**src/hw/rtl/ppt_pkg.sv**
```systemverilog
package ppt_pkg;

    localparam int TABLE_DEPTH = 16;
    localparam int CLIENT_W    = 8;
    localparam int PRIO_W      = 8;
    localparam int STATUS_W    = 2;

    localparam logic FUNC_SUBSCRIBE   = 1'b0;
    localparam logic FUNC_UNSUBSCRIBE = 1'b1;

    localparam logic [STATUS_W-1:0] STATUS_OK        = 2'd0;
    localparam logic [STATUS_W-1:0] STATUS_FULL      = 2'd1;
    localparam logic [STATUS_W-1:0] STATUS_NOT_FOUND = 2'd2;

    typedef struct packed {
        logic                used;
        logic                visited;
        logic [CLIENT_W-1:0] client;
        logic [PRIO_W-1:0]   prio;
    } entry_t;

    typedef struct packed {
        logic                append;
        logic                pop;
        logic                push;
        logic                clr_visit;
        logic [CLIENT_W-1:0] client;
        logic [PRIO_W-1:0]   prio;
    } cell_ctrl_t;

endpackage

```
**src/hw/rtl/ppt_req_if.sv**
```systemverilog
interface ppt_req_if import ppt_pkg::*; ();
    logic                valid;
    logic                ready;
    logic                func;
    logic [CLIENT_W-1:0] client_id;
    logic [PRIO_W-1:0]   priority_req;

    modport source (output valid, func, client_id, priority_req, input ready);
    modport sink (input valid, func, client_id, priority_req, output ready);
endinterface

```
**src/hw/rtl/ppt_res_if.sv**
```systemverilog
interface ppt_res_if import ppt_pkg::*; ();
    logic                valid;
    logic                ready;
    logic                run_valid;
    logic [CLIENT_W-1:0] run_client;
    logic                preempt_valid;
    logic [CLIENT_W-1:0] preempt_client;
    logic [STATUS_W-1:0] status;

    modport source (output valid, run_valid, run_client, preempt_valid, preempt_client,
                    status, input ready);
    modport sink (input valid, run_valid, run_client, preempt_valid, preempt_client,
                  status, output ready);
endinterface

```
**src/hw/rtl/ppt_cell.sv**
```systemverilog
module ppt_cell import ppt_pkg::*; (
    input  logic       clk,
    input  logic       rst_n,
    input  cell_ctrl_t ctrl,
    input  logic       prev_used,
    input  entry_t     next_entry,
    output entry_t     entry
);

    logic                used_reg, used_next;
    logic                visited_reg, visited_next;
    logic [CLIENT_W-1:0] client_reg, client_next;
    logic [PRIO_W-1:0]   prio_reg, prio_next;

    always_comb
    begin
        used_next    = used_reg;
        visited_next = visited_reg;
        client_next  = client_reg;
        prio_next    = prio_reg;
        if (ctrl.append)
        begin
            // Only the first free cell takes the new request.
            if (!used_reg && prev_used)
            begin
                used_next    = 1'b1;
                visited_next = 1'b0;
                client_next  = ctrl.client;
                prio_next    = ctrl.prio;
            end
        end
        else if (ctrl.pop)
        begin
            if (next_entry.used)
            begin
                used_next    = 1'b1;
                visited_next = next_entry.visited;
                client_next  = next_entry.client;
                prio_next    = next_entry.prio;
            end
            else if (used_reg && ctrl.push)
            begin
                // Last used cell: after the shift it is the tail, where the head re-enters.
                used_next    = 1'b1;
                visited_next = 1'b1;
                client_next  = ctrl.client;
                prio_next    = ctrl.prio;
            end
            else
            begin
                used_next    = 1'b0;
                visited_next = 1'b0;
            end
        end
        else if (ctrl.clr_visit)
        begin
            visited_next = 1'b0;
        end
    end

    always_ff @(posedge clk or negedge rst_n)
    begin
        if (!rst_n)
        begin
            used_reg    <= 1'b0;
            visited_reg <= 1'b0;
        end
        else
        begin
            used_reg    <= used_next;
            visited_reg <= visited_next;
        end
    end

    always_ff @(posedge clk)
    begin
        client_reg <= client_next;
        prio_reg   <= prio_next;
    end

    assign entry = '{used: used_reg, visited: visited_reg, client: client_reg, prio: prio_reg};

endmodule

```
**src/hw/rtl/preemptive_priority_table.sv**
```systemverilog
// Preemptive priority table: a row of TABLE_DEPTH cells holds the subscribed clients in
// arrival order. Each request is handled alone. A subscribe that finds a free cell first
// writes the new client into the first free cell, then every request rotates the used
// entries once through the head of the row, one entry per cycle, where a comparator finds
// the first entry of greatest priority and an unsubscribe drops its first matching entry,
// which closes the gap. The result is registered once the rotation ends and the result
// register is free; the next request can be accepted as soon as it is, even while it waits
// to be taken.
module preemptive_priority_table import ppt_pkg::*; (
    input logic      clk,
    input logic      rst_n,
    ppt_req_if.sink  request,
    ppt_res_if.source result
);

    localparam logic [1:0] S_IDLE   = 2'd0;
    localparam logic [1:0] S_APPEND = 2'd1;
    localparam logic [1:0] S_SCAN   = 2'd2;
    localparam logic [1:0] S_FINISH = 2'd3;

    logic [1:0]          state_reg, state_next;
    logic                func_reg, func_next;
    logic [CLIENT_W-1:0] id_reg, id_next;
    logic [PRIO_W-1:0]   prio_reg, prio_next;
    logic [STATUS_W-1:0] status_reg, status_next;
    logic                found_reg, found_next;
    logic                top_present_reg, top_present_next;
    logic [CLIENT_W-1:0] top_client_reg, top_client_next;
    logic [PRIO_W-1:0]   top_level_reg, top_level_next;
    logic                runner_present_reg, runner_present_next;
    logic [CLIENT_W-1:0] runner_client_reg, runner_client_next;

    logic                out_valid_reg, out_valid_next;
    logic                out_run_valid_reg, out_run_valid_next;
    logic [CLIENT_W-1:0] out_run_client_reg, out_run_client_next;
    logic                out_pre_valid_reg, out_pre_valid_next;
    logic [CLIENT_W-1:0] out_pre_client_reg, out_pre_client_next;
    logic [STATUS_W-1:0] out_status_reg, out_status_next;

    cell_ctrl_t ctrl;
    entry_t     cells [TABLE_DEPTH];
    entry_t     head;
    logic       scan_end;
    logic       drop;
    logic       new_grant;
    logic       out_free;

    genvar gi;
    generate
        for (gi = 0; gi < TABLE_DEPTH; gi++)
        begin : g_cell
            logic   prev_used;
            entry_t next_entry;
            if (gi == 0)
            begin : g_first
                assign prev_used = 1'b1;
            end
            else
            begin : g_prev
                assign prev_used = cells[gi-1].used;
            end
            if (gi == TABLE_DEPTH - 1)
            begin : g_last
                assign next_entry = '0;
            end
            else
            begin : g_next
                assign next_entry = cells[gi+1];
            end
            ppt_cell u_cell (
                .clk        (clk),
                .rst_n      (rst_n),
                .ctrl       (ctrl),
                .prev_used  (prev_used),
                .next_entry (next_entry),
                .entry      (cells[gi])
            );
        end
    endgenerate

    assign head     = cells[0];
    assign scan_end = !head.used || head.visited;
    assign drop     = (func_reg == FUNC_UNSUBSCRIBE) && !found_reg && (head.client == id_reg);
    assign new_grant = top_present_reg &&
                       (!runner_present_reg || (top_client_reg != runner_client_reg));
    assign out_free = !out_valid_reg || result.ready;

    assign request.ready = (state_reg == S_IDLE);

    always_comb
    begin
        ctrl                = '0;
        state_next          = state_reg;
        func_next           = func_reg;
        id_next             = id_reg;
        prio_next           = prio_reg;
        status_next         = status_reg;
        found_next          = found_reg;
        top_present_next    = top_present_reg;
        top_client_next     = top_client_reg;
        top_level_next      = top_level_reg;
        runner_present_next = runner_present_reg;
        runner_client_next  = runner_client_reg;
        out_valid_next      = out_valid_reg && !result.ready;
        out_run_valid_next  = out_run_valid_reg;
        out_run_client_next = out_run_client_reg;
        out_pre_valid_next  = out_pre_valid_reg;
        out_pre_client_next = out_pre_client_reg;
        out_status_next     = out_status_reg;

        case (state_reg)
            S_IDLE:
            begin
                if (request.valid)
                begin
                    func_next        = request.func;
                    id_next          = request.client_id;
                    prio_next        = request.priority_req;
                    status_next      = STATUS_OK;
                    found_next       = 1'b0;
                    top_present_next = 1'b0;
                    top_client_next  = '0;
                    top_level_next   = '0;
                    state_next       = S_SCAN;
                    if (request.func == FUNC_SUBSCRIBE)
                    begin
                        if (cells[TABLE_DEPTH-1].used)
                        begin
                            status_next = STATUS_FULL;
                        end
                        else
                        begin
                            state_next = S_APPEND;
                        end
                    end
                end
            end
            S_APPEND:
            begin
                ctrl.append = 1'b1;
                ctrl.client = id_reg;
                ctrl.prio   = prio_reg;
                state_next  = S_SCAN;
            end
            S_SCAN:
            begin
                if (scan_end)
                begin
                    state_next = S_FINISH;
                end
                else
                begin
                    ctrl.pop    = 1'b1;
                    ctrl.push   = !drop;
                    ctrl.client = head.client;
                    ctrl.prio   = head.prio;
                    if (drop)
                    begin
                        found_next = 1'b1;
                        // Removing the runner takes its grant away without a preemption.
                        if (runner_present_reg && (runner_client_reg == id_reg))
                        begin
                            runner_present_next = 1'b0;
                            runner_client_next  = '0;
                        end
                    end
                    else if (!top_present_reg || (head.prio > top_level_reg))
                    begin
                        top_present_next = 1'b1;
                        top_client_next  = head.client;
                        top_level_next   = head.prio;
                    end
                end
            end
            S_FINISH:
            begin
                ctrl.clr_visit = 1'b1;
                if (out_free)
                begin
                    out_valid_next      = 1'b1;
                    out_pre_valid_next  = new_grant && runner_present_reg;
                    out_pre_client_next = (new_grant && runner_present_reg) ?
                                          runner_client_reg : '0;
                    out_status_next     = ((func_reg == FUNC_UNSUBSCRIBE) && !found_reg) ?
                                          STATUS_NOT_FOUND : status_reg;
                    if (new_grant)
                    begin
                        runner_present_next = 1'b1;
                        runner_client_next  = top_client_reg;
                        out_run_valid_next  = 1'b1;
                        out_run_client_next = top_client_reg;
                    end
                    else
                    begin
                        out_run_valid_next  = runner_present_reg;
                        out_run_client_next = runner_present_reg ? runner_client_reg : '0;
                    end
                    state_next = S_IDLE;
                end
            end
            default:
            begin
                state_next = S_IDLE;
            end
        endcase
    end

    always_ff @(posedge clk or negedge rst_n)
    begin
        if (!rst_n)
        begin
            state_reg          <= S_IDLE;
            found_reg          <= 1'b0;
            top_present_reg    <= 1'b0;
            top_client_reg     <= '0;
            top_level_reg      <= '0;
            runner_present_reg <= 1'b0;
            runner_client_reg  <= '0;
            out_valid_reg      <= 1'b0;
        end
        else
        begin
            state_reg          <= state_next;
            found_reg          <= found_next;
            top_present_reg    <= top_present_next;
            top_client_reg     <= top_client_next;
            top_level_reg      <= top_level_next;
            runner_present_reg <= runner_present_next;
            runner_client_reg  <= runner_client_next;
            out_valid_reg      <= out_valid_next;
        end
    end

    always_ff @(posedge clk)
    begin
        func_reg           <= func_next;
        id_reg             <= id_next;
        prio_reg           <= prio_next;
        status_reg         <= status_next;
        out_run_valid_reg  <= out_run_valid_next;
        out_run_client_reg <= out_run_client_next;
        out_pre_valid_reg  <= out_pre_valid_next;
        out_pre_client_reg <= out_pre_client_next;
        out_status_reg     <= out_status_next;
    end

    assign result.valid          = out_valid_reg;
    assign result.run_valid      = out_run_valid_reg;
    assign result.run_client     = out_run_client_reg;
    assign result.preempt_valid  = out_pre_valid_reg;
    assign result.preempt_client = out_pre_client_reg;
    assign result.status         = out_status_reg;

endmodule

```
**src/flat_wrapper.sv**
```systemverilog
// flat-port wrapper written by rule: the top's interface ports become plain ports
module preemptive_priority_table_flat import ppt_pkg::*;
  (clk, rst_n, request_valid, request_func, request_client_id, request_priority_req, request_ready, result_valid, result_run_valid, result_run_client, result_preempt_valid, result_preempt_client, result_status, result_ready);
  ppt_req_if request_i ();
  ppt_res_if result_i ();
  input logic clk;
  input logic rst_n;
  input wire logic [$bits(request_i.valid)-1:0] request_valid;
  input wire logic [$bits(request_i.func)-1:0] request_func;
  input wire logic [$bits(request_i.client_id)-1:0] request_client_id;
  input wire logic [$bits(request_i.priority_req)-1:0] request_priority_req;
  output wire logic [$bits(request_i.ready)-1:0] request_ready;
  output wire logic [$bits(result_i.valid)-1:0] result_valid;
  output wire logic [$bits(result_i.run_valid)-1:0] result_run_valid;
  output wire logic [$bits(result_i.run_client)-1:0] result_run_client;
  output wire logic [$bits(result_i.preempt_valid)-1:0] result_preempt_valid;
  output wire logic [$bits(result_i.preempt_client)-1:0] result_preempt_client;
  output wire logic [$bits(result_i.status)-1:0] result_status;
  input wire logic [$bits(result_i.ready)-1:0] result_ready;
  assign request_i.valid = request_valid;
  assign request_i.func = request_func;
  assign request_i.client_id = request_client_id;
  assign request_i.priority_req = request_priority_req;
  assign request_ready = request_i.ready;
  assign result_valid = result_i.valid;
  assign result_run_valid = result_i.run_valid;
  assign result_run_client = result_i.run_client;
  assign result_preempt_valid = result_i.preempt_valid;
  assign result_preempt_client = result_i.preempt_client;
  assign result_status = result_i.status;
  assign result_i.ready = result_ready;
  preemptive_priority_table u_core (.clk(clk), .rst_n(rst_n), .request(request_i), .result(result_i));
endmodule
```
**config.mk**
```make
export PLATFORM = sky130hd
export DESIGN_NAME = preemptive_priority_table_flat
export DESIGN_NICKNAME = d
export VERILOG_FILES = /design/src/hw/rtl/ppt_pkg.sv /design/src/hw/rtl/ppt_req_if.sv /design/src/hw/rtl/ppt_res_if.sv /design/src/hw/rtl/ppt_cell.sv /design/src/hw/rtl/preemptive_priority_table.sv /design/src/flat_wrapper.sv
export SDC_FILE = /design/constraint.sdc
export NUM_CORES = 1
export LEC_CHECK = 0
export BUFFER_PORTS_ARGS = -buffer_cell sky130_fd_sc_hd__buf_4
export CAP_MARGIN = 20
export CORE_MARGIN = 3
export CORE_UTILIZATION = 25
export DETAILED_ROUTE_END_ITERATION = 8
export SLEW_MARGIN = 20
export SYNTH_ARGS = -nofsm -noshare
export SYNTH_HDL_FRONTEND = slang
export SYNTH_HIERARCHICAL = 1
export SYNTH_SLANG_ARGS = --single-unit
```
**constraint.sdc**
```tcl
create_clock -name clk -period 3.3 [get_ports clk]
set_input_delay 0.33 -clock clk [delete_from_list [all_inputs] [get_ports clk]]
set_output_delay 0.33 -clock clk [all_outputs]
set_load 0.1 [all_outputs]
```
=== Word-level counts from Yosys, hierarchy flattened ===
Index checks and enable logic that the tools add are counted.

* $add $sub $neg: 0
* Multipliers: 0
* Div/mod/pow operators: 0
* Magnitude comparators: 1
* Equal/unequal tests: 31
* Shift-type cells: 0
* Mux-type cells: 346
* Bitwise logic cells: 0
* Reductions and logical operators: 138

{| class="wikitable"
|+ Operator list
! kind !! count
|-
| $mux 8 || 172
|-
| $mux 1 || 158
|-
| $reduce_and 2->1 || 33
|-
| $reduce_and 3->1 || 17
|-
| $pmux 8 s2 || 3
|-
| $reduce_bool 3->1 || 16
|-
| $ne 2x2->1 const B || 19
|-
| $logic_and 1x1->1 || 37
|-
| $pmux 16 s2 || 1
|-
| $logic_not 1->1 || 22
|-
| $eq 8x8->1 || 2
|-
| $mux 16 || 1
|-
| $mux 2 || 7
|-
| $ne 2x1->1 const B || 6
|-
| $reduce_and 5->1 || 2
|-
| $gt 8x8->1 || 1
|-
| $ne 8x8->1 || 1
|-
| $pmux 2 s4 || 1
|-
| $reduce_bool 2->1 || 4
|-
| $pmux 1 s2 || 3
|-
| $reduce_and 6->1 || 1
|-
| $eq 2x2->1 const B || 2
|-
| $logic_or 1x1->1 || 4
|-
| $reduce_and 4->1 || 1
|-
| other kinds (2) || 2
|}

* Register bits after elaboration: 357
* Latch bits: 0
* Bits in writable memories: 0
* Bits in read-only memories: 0
* Input port bits: 21
* Output and inout port bits: 22
* Logic and storage cells: 597
* Memories kept: 0

=== Longest topological paths before layout ===
* Depth in word-level cells: 11
* Depth in mapped cells: 10
* Mapped depth without buffers: 8

=== By module ===
Netlist, hierarchy kept.

{| class="wikitable"
|+ By module, submodules not included
! module !! times used !! cells each !! area each (µm²) !! seq. area each (µm²)
|-
| ppt_cell || 16 || 51 || 875.8 || 530.5
|-
| preemptive_priority_table || 1 || 312 || 3449.6 || 1891.8
|}

=== Least setup slack after synthesis ===
Ideal clock, no wire load.

* Path type: register to register
* Start point: register u_core.state_reg[1]
* End point: register u_core.g_cell[0].u_cell.prio_reg[2] (data pin)
* Library setup time: 0.134 ns
* Arrival time: 3.506 ns
* Data required time: 3.166 ns
* Setup slack: -0.340 ns
* Stages on the path, launching flop included: 8
* Buffers on the path: 2
* Clock period less this slack: 3.640 ns
* Cell sequence: dfrtp_1 inv_1 ha_1 clkbuf_1 clkbuf_1 a22oi_1 nor2b_1 mux2_4

{| class="wikitable"
|+ RTL lines
! what !! line !! source
|-
| start: declaration || preemptive_priority_table.sv:21 || <nowiki>logic [1:0] state_reg, state_next;</nowiki>
|-
| start signal: assignment || preemptive_priority_table.sv:223 || <nowiki>state_reg <= state_next;</nowiki>
|-
| end signal: assignment || ppt_cell.sv:78 || <nowiki>prio_reg <= prio_next;</nowiki>
|-
| end: declaration || ppt_cell.sv:13 || <nowiki>logic [PRIO_W-1:0] prio_reg, prio_next;</nowiki>
|}

=== Worst setup path in the final report ===
* Start point: register u_core.state_reg[0]
* End point: register u_core.g_cell[13].u_cell.prio_reg[2] (enable)

* Word-level cells in the longest chain between the ends: 5
* Elaborated cells on any way between the ends: 9
* Classes of those cells: 3 x eq/ne; 2 x mux; 4 x reduce/logical

{| class="wikitable"
|+ RTL lines
! what !! line !! source
|-
| $eq 2x2->1 || preemptive_priority_table.sv:111 || <nowiki>case (state_reg)</nowiki>
|-
| $mux 2 || preemptive_priority_table.sv:111 ||
|-
| $logic_and 1x1->1 || ppt_cell.sv:41 || <nowiki>else if (used_reg && ctrl.push)</nowiki>
|-
| $reduce_bool 3->1 (no line) || -- ||
|-
| $reduce_and 3->1 (no line) (*) || -- ||
|-
| end signal: assignment || ppt_cell.sv:78 ||
|-
| end: declaration || ppt_cell.sv:13 ||
|}

Every way passes the cells marked *; elsewhere a longest branch is shown, timed or not.
A chain may end at the register's enable or synchronous reset.

==> results.md <==
- Final WL: 32500 µm
- Latest clock arrival within the worst-skew pair: 520 ps
- Final Slew Violations: 17
- Final #Nets: 1248
- Clock-pin slew on the worst setup and hold paths: 60 ps
- RD Place Congestion: 0.770
- Port bufs: 42
- Failing checks: max-slew violations
- Max_cap viols: 0
- Async S/R FF share, synth: 0.174
- Worst hold path startpoint: result_ready
- I/O pin count: 43
- Area share of the largest cell type after synthesis: 0.506
- Htree depth: 2
- Tot GR Track Use: 0.0868
- Max Freq: 0.361 GHz
- Pwr Total: 21.5 mW
- Synth Instances: 1128
- CP arrival: 2960 ps
- Worst setup path start: u_core/state_reg[0]$_DFFE_PN0P_
- Initial Util: 0.253
- Post-Syn Area: 17500 µm²
- Fin crit share: 0.840
- Static Leak: 7.54 nW
- Number of global-route vias before repair: 9474
- DRC viols: 0
- Setup CP Type: register to register
- Area Overhead vs Synth: 14.0%
- YS warnings: 6
- Crit path max fanout: 48
- Data required time of the worst path: 3490 ps
- Synth cell types: 50
- Reg-to-Reg Start: u_core/state_reg[0]$_DFFE_PN0P_
- Clk_skew: 21.5 ps
- Post_cts resized: 0
- Worst Hold Class: input pin to register
- Antenna violations before repair: 1
- RSZ-0062 raised after global routing: false
- Mean Syn Cell Area: 15.5 µm²
- Final Core Density: 0.289
- Worst slew pin tran: 2000 ps
- Vias: 9158
- CTS tree: built
- Drt pass-1 iters: 4
- Hpwl dp: 21800 µm
- Synth area leaders: edfxtp_1, mux2_4, dfrtp_1
- CP Launch Type: register
- Clock sink count: 356
- Synthesis-stage register bit count: 356
- Core area: 68900 µm²
- Initial DRC count: 441
- Clock root cell: clkbuf_16
- DP Cell Count: 2088
- Commonest non-fill, non-tap cell in the layout: edfxtp_1
- Setup Viol. Count Final: 0
- Setup TNS: 0 ps
- Worst ir drop on vdd: 0.000408 V
- Largest net degree at the start of global routing: 63
- Min Tclk post-route: 2770 ps
- Post-CTS setup buffer count: 0
- Global-route wire length before repair: 52500 µm
- Gr ovfl total: 0
- Layout cells sized above 1: 0.333
- Post-synthesis sequential area ratio: 0.594
- EDFF count, synth: 294
- CP endpoint kind: register
- DIE AREA: 73100 µm²
- Ys flop type: edfxtp_1
- Num rows: 96
- DIE WIDTH: 270 µm
- Total CTS buffers: 37
- Fin worst setup slack: 526 ps
- Die height: 270 µm
- Antenna fix cells: 0
- Fillers: 6956
- Status: finished, violations left
- Power density over cell area: 1080 nW/µm²
- Most frequent cells in the layout: edfxtp_1, mux2_4, mux2_2, buf_4, dfrtp_1
- Drt via density: 4.22
- Final Hold Viols: 0
- Relative slew slack: -0.335
- Post-route insts no fill: 2170
- Wire per inst: 15.0 µm
- Yosys top cell by area: edfxtp_1
- Antenna Violating Nets Remaining: 0
- Worst slack, placed: 571 ps
- Clock tree buffer depth: 3
## worst paths after layout
check	endpoint	depth (start not counted)	slack, ps
min in group asynchronous	u_core/g_cell[8].u_cell/used_reg$_DFFE_PN0P_	2	560
hold / removal	u_core/result.valid$_DFF_PN0_	3	120
max in group asynchronous	u_core/top_level_reg[5]$_DFFE_PN0P_	2	2150
setup / recovery	u_core/g_cell[13].u_cell/prio_reg[2]$_DFFE_PP_	9	530
setup reg to reg	u_core/g_cell[13].u_cell/prio_reg[2]$_DFFE_PP_	9	530
hold reg to reg	u_core/g_cell[15].u_cell/visited_reg$_DFFE_PN0P_	1	510
## synth_stat cells, types with 19 or more instances
library cell  count
inv_1            33
nand2b_1         20
nor3_1           19
nand3_1          21
nor2b_1          52
mux2_4          160
a21o_1           32
buf_4            32
nand2_1          53
a22o_1           25
mux2_2           96
edfxtp_1        294
dfrtp_1          62
o21ai_0          34
## critical path, cell delays in order, from the launching register on
cell,delay [ps]
dfrtp_1,430
inv_1,150
ha_1,270
inv_1,100
or2_0,330
clkinv_1,120
buf_12,220
nor2b_1,320
a32o_1,180
buf_4,270
## area by class of cell
| cell class | instances | area, µm² | area share |
|---|---|---|---|
| Timing Repair Buffer | 103 | 831 | 0.0417 |
| Clock buffer | 48 | 977 | 0.0491 |
| Inverter | 34 | 128 | 0.00641 |
| Clock inverter | 16 | 131 | 0.00660 |
| Tap cell | 931 | 1160 | 0.0585 |
| Sequential cell | 356 | 10400 | 0.521 |
| Multi-Input combinational cell | 682 | 6300 | 0.316 |
## layer usage
layer,vias up,GRT usage,wire [µm]
met5,-,0,13
met4,2,0.0143,375
met3,39,0.0175,1160
met2,132,0.153,16200
met1,4609,0.112,14800
li1,4376,-,-
## cell families after synthesis
kind of cell	share of synthesized area
DFF	0.594
muxes	0.199
and+or+nand+nor	0.0609
AOI/OAI and AO/OA	0.0704
buffers and inverters	0.0530
xor gates and xnor gates	0.0120
adders and majority gates	0.00931
other	0.000430
## metrics by stage
stage               instance area [µm²]  hold WS, ps
detailed placement                18600          492
floorplan                         17500         34.4
global placement                  18600          483
global route                      19900          111
finish                            19900          124
CTS                               19900         89.4
## where the power goes
part,switching [mW],total [mW],internal (mW),leakage (nW)
Sequential,0.842,8.27,7.42,3.54
Combinational,4.81,9.36,4.56,3.45
Clock,1.67,3.91,2.25,0.547
## repair_timing
item,in CTS,in global routing
endpoints found under the hold margin,79,0
endpoints found under the setup margin,0,0
hold buffers,18,0
(Power assumes the default switching activity.)
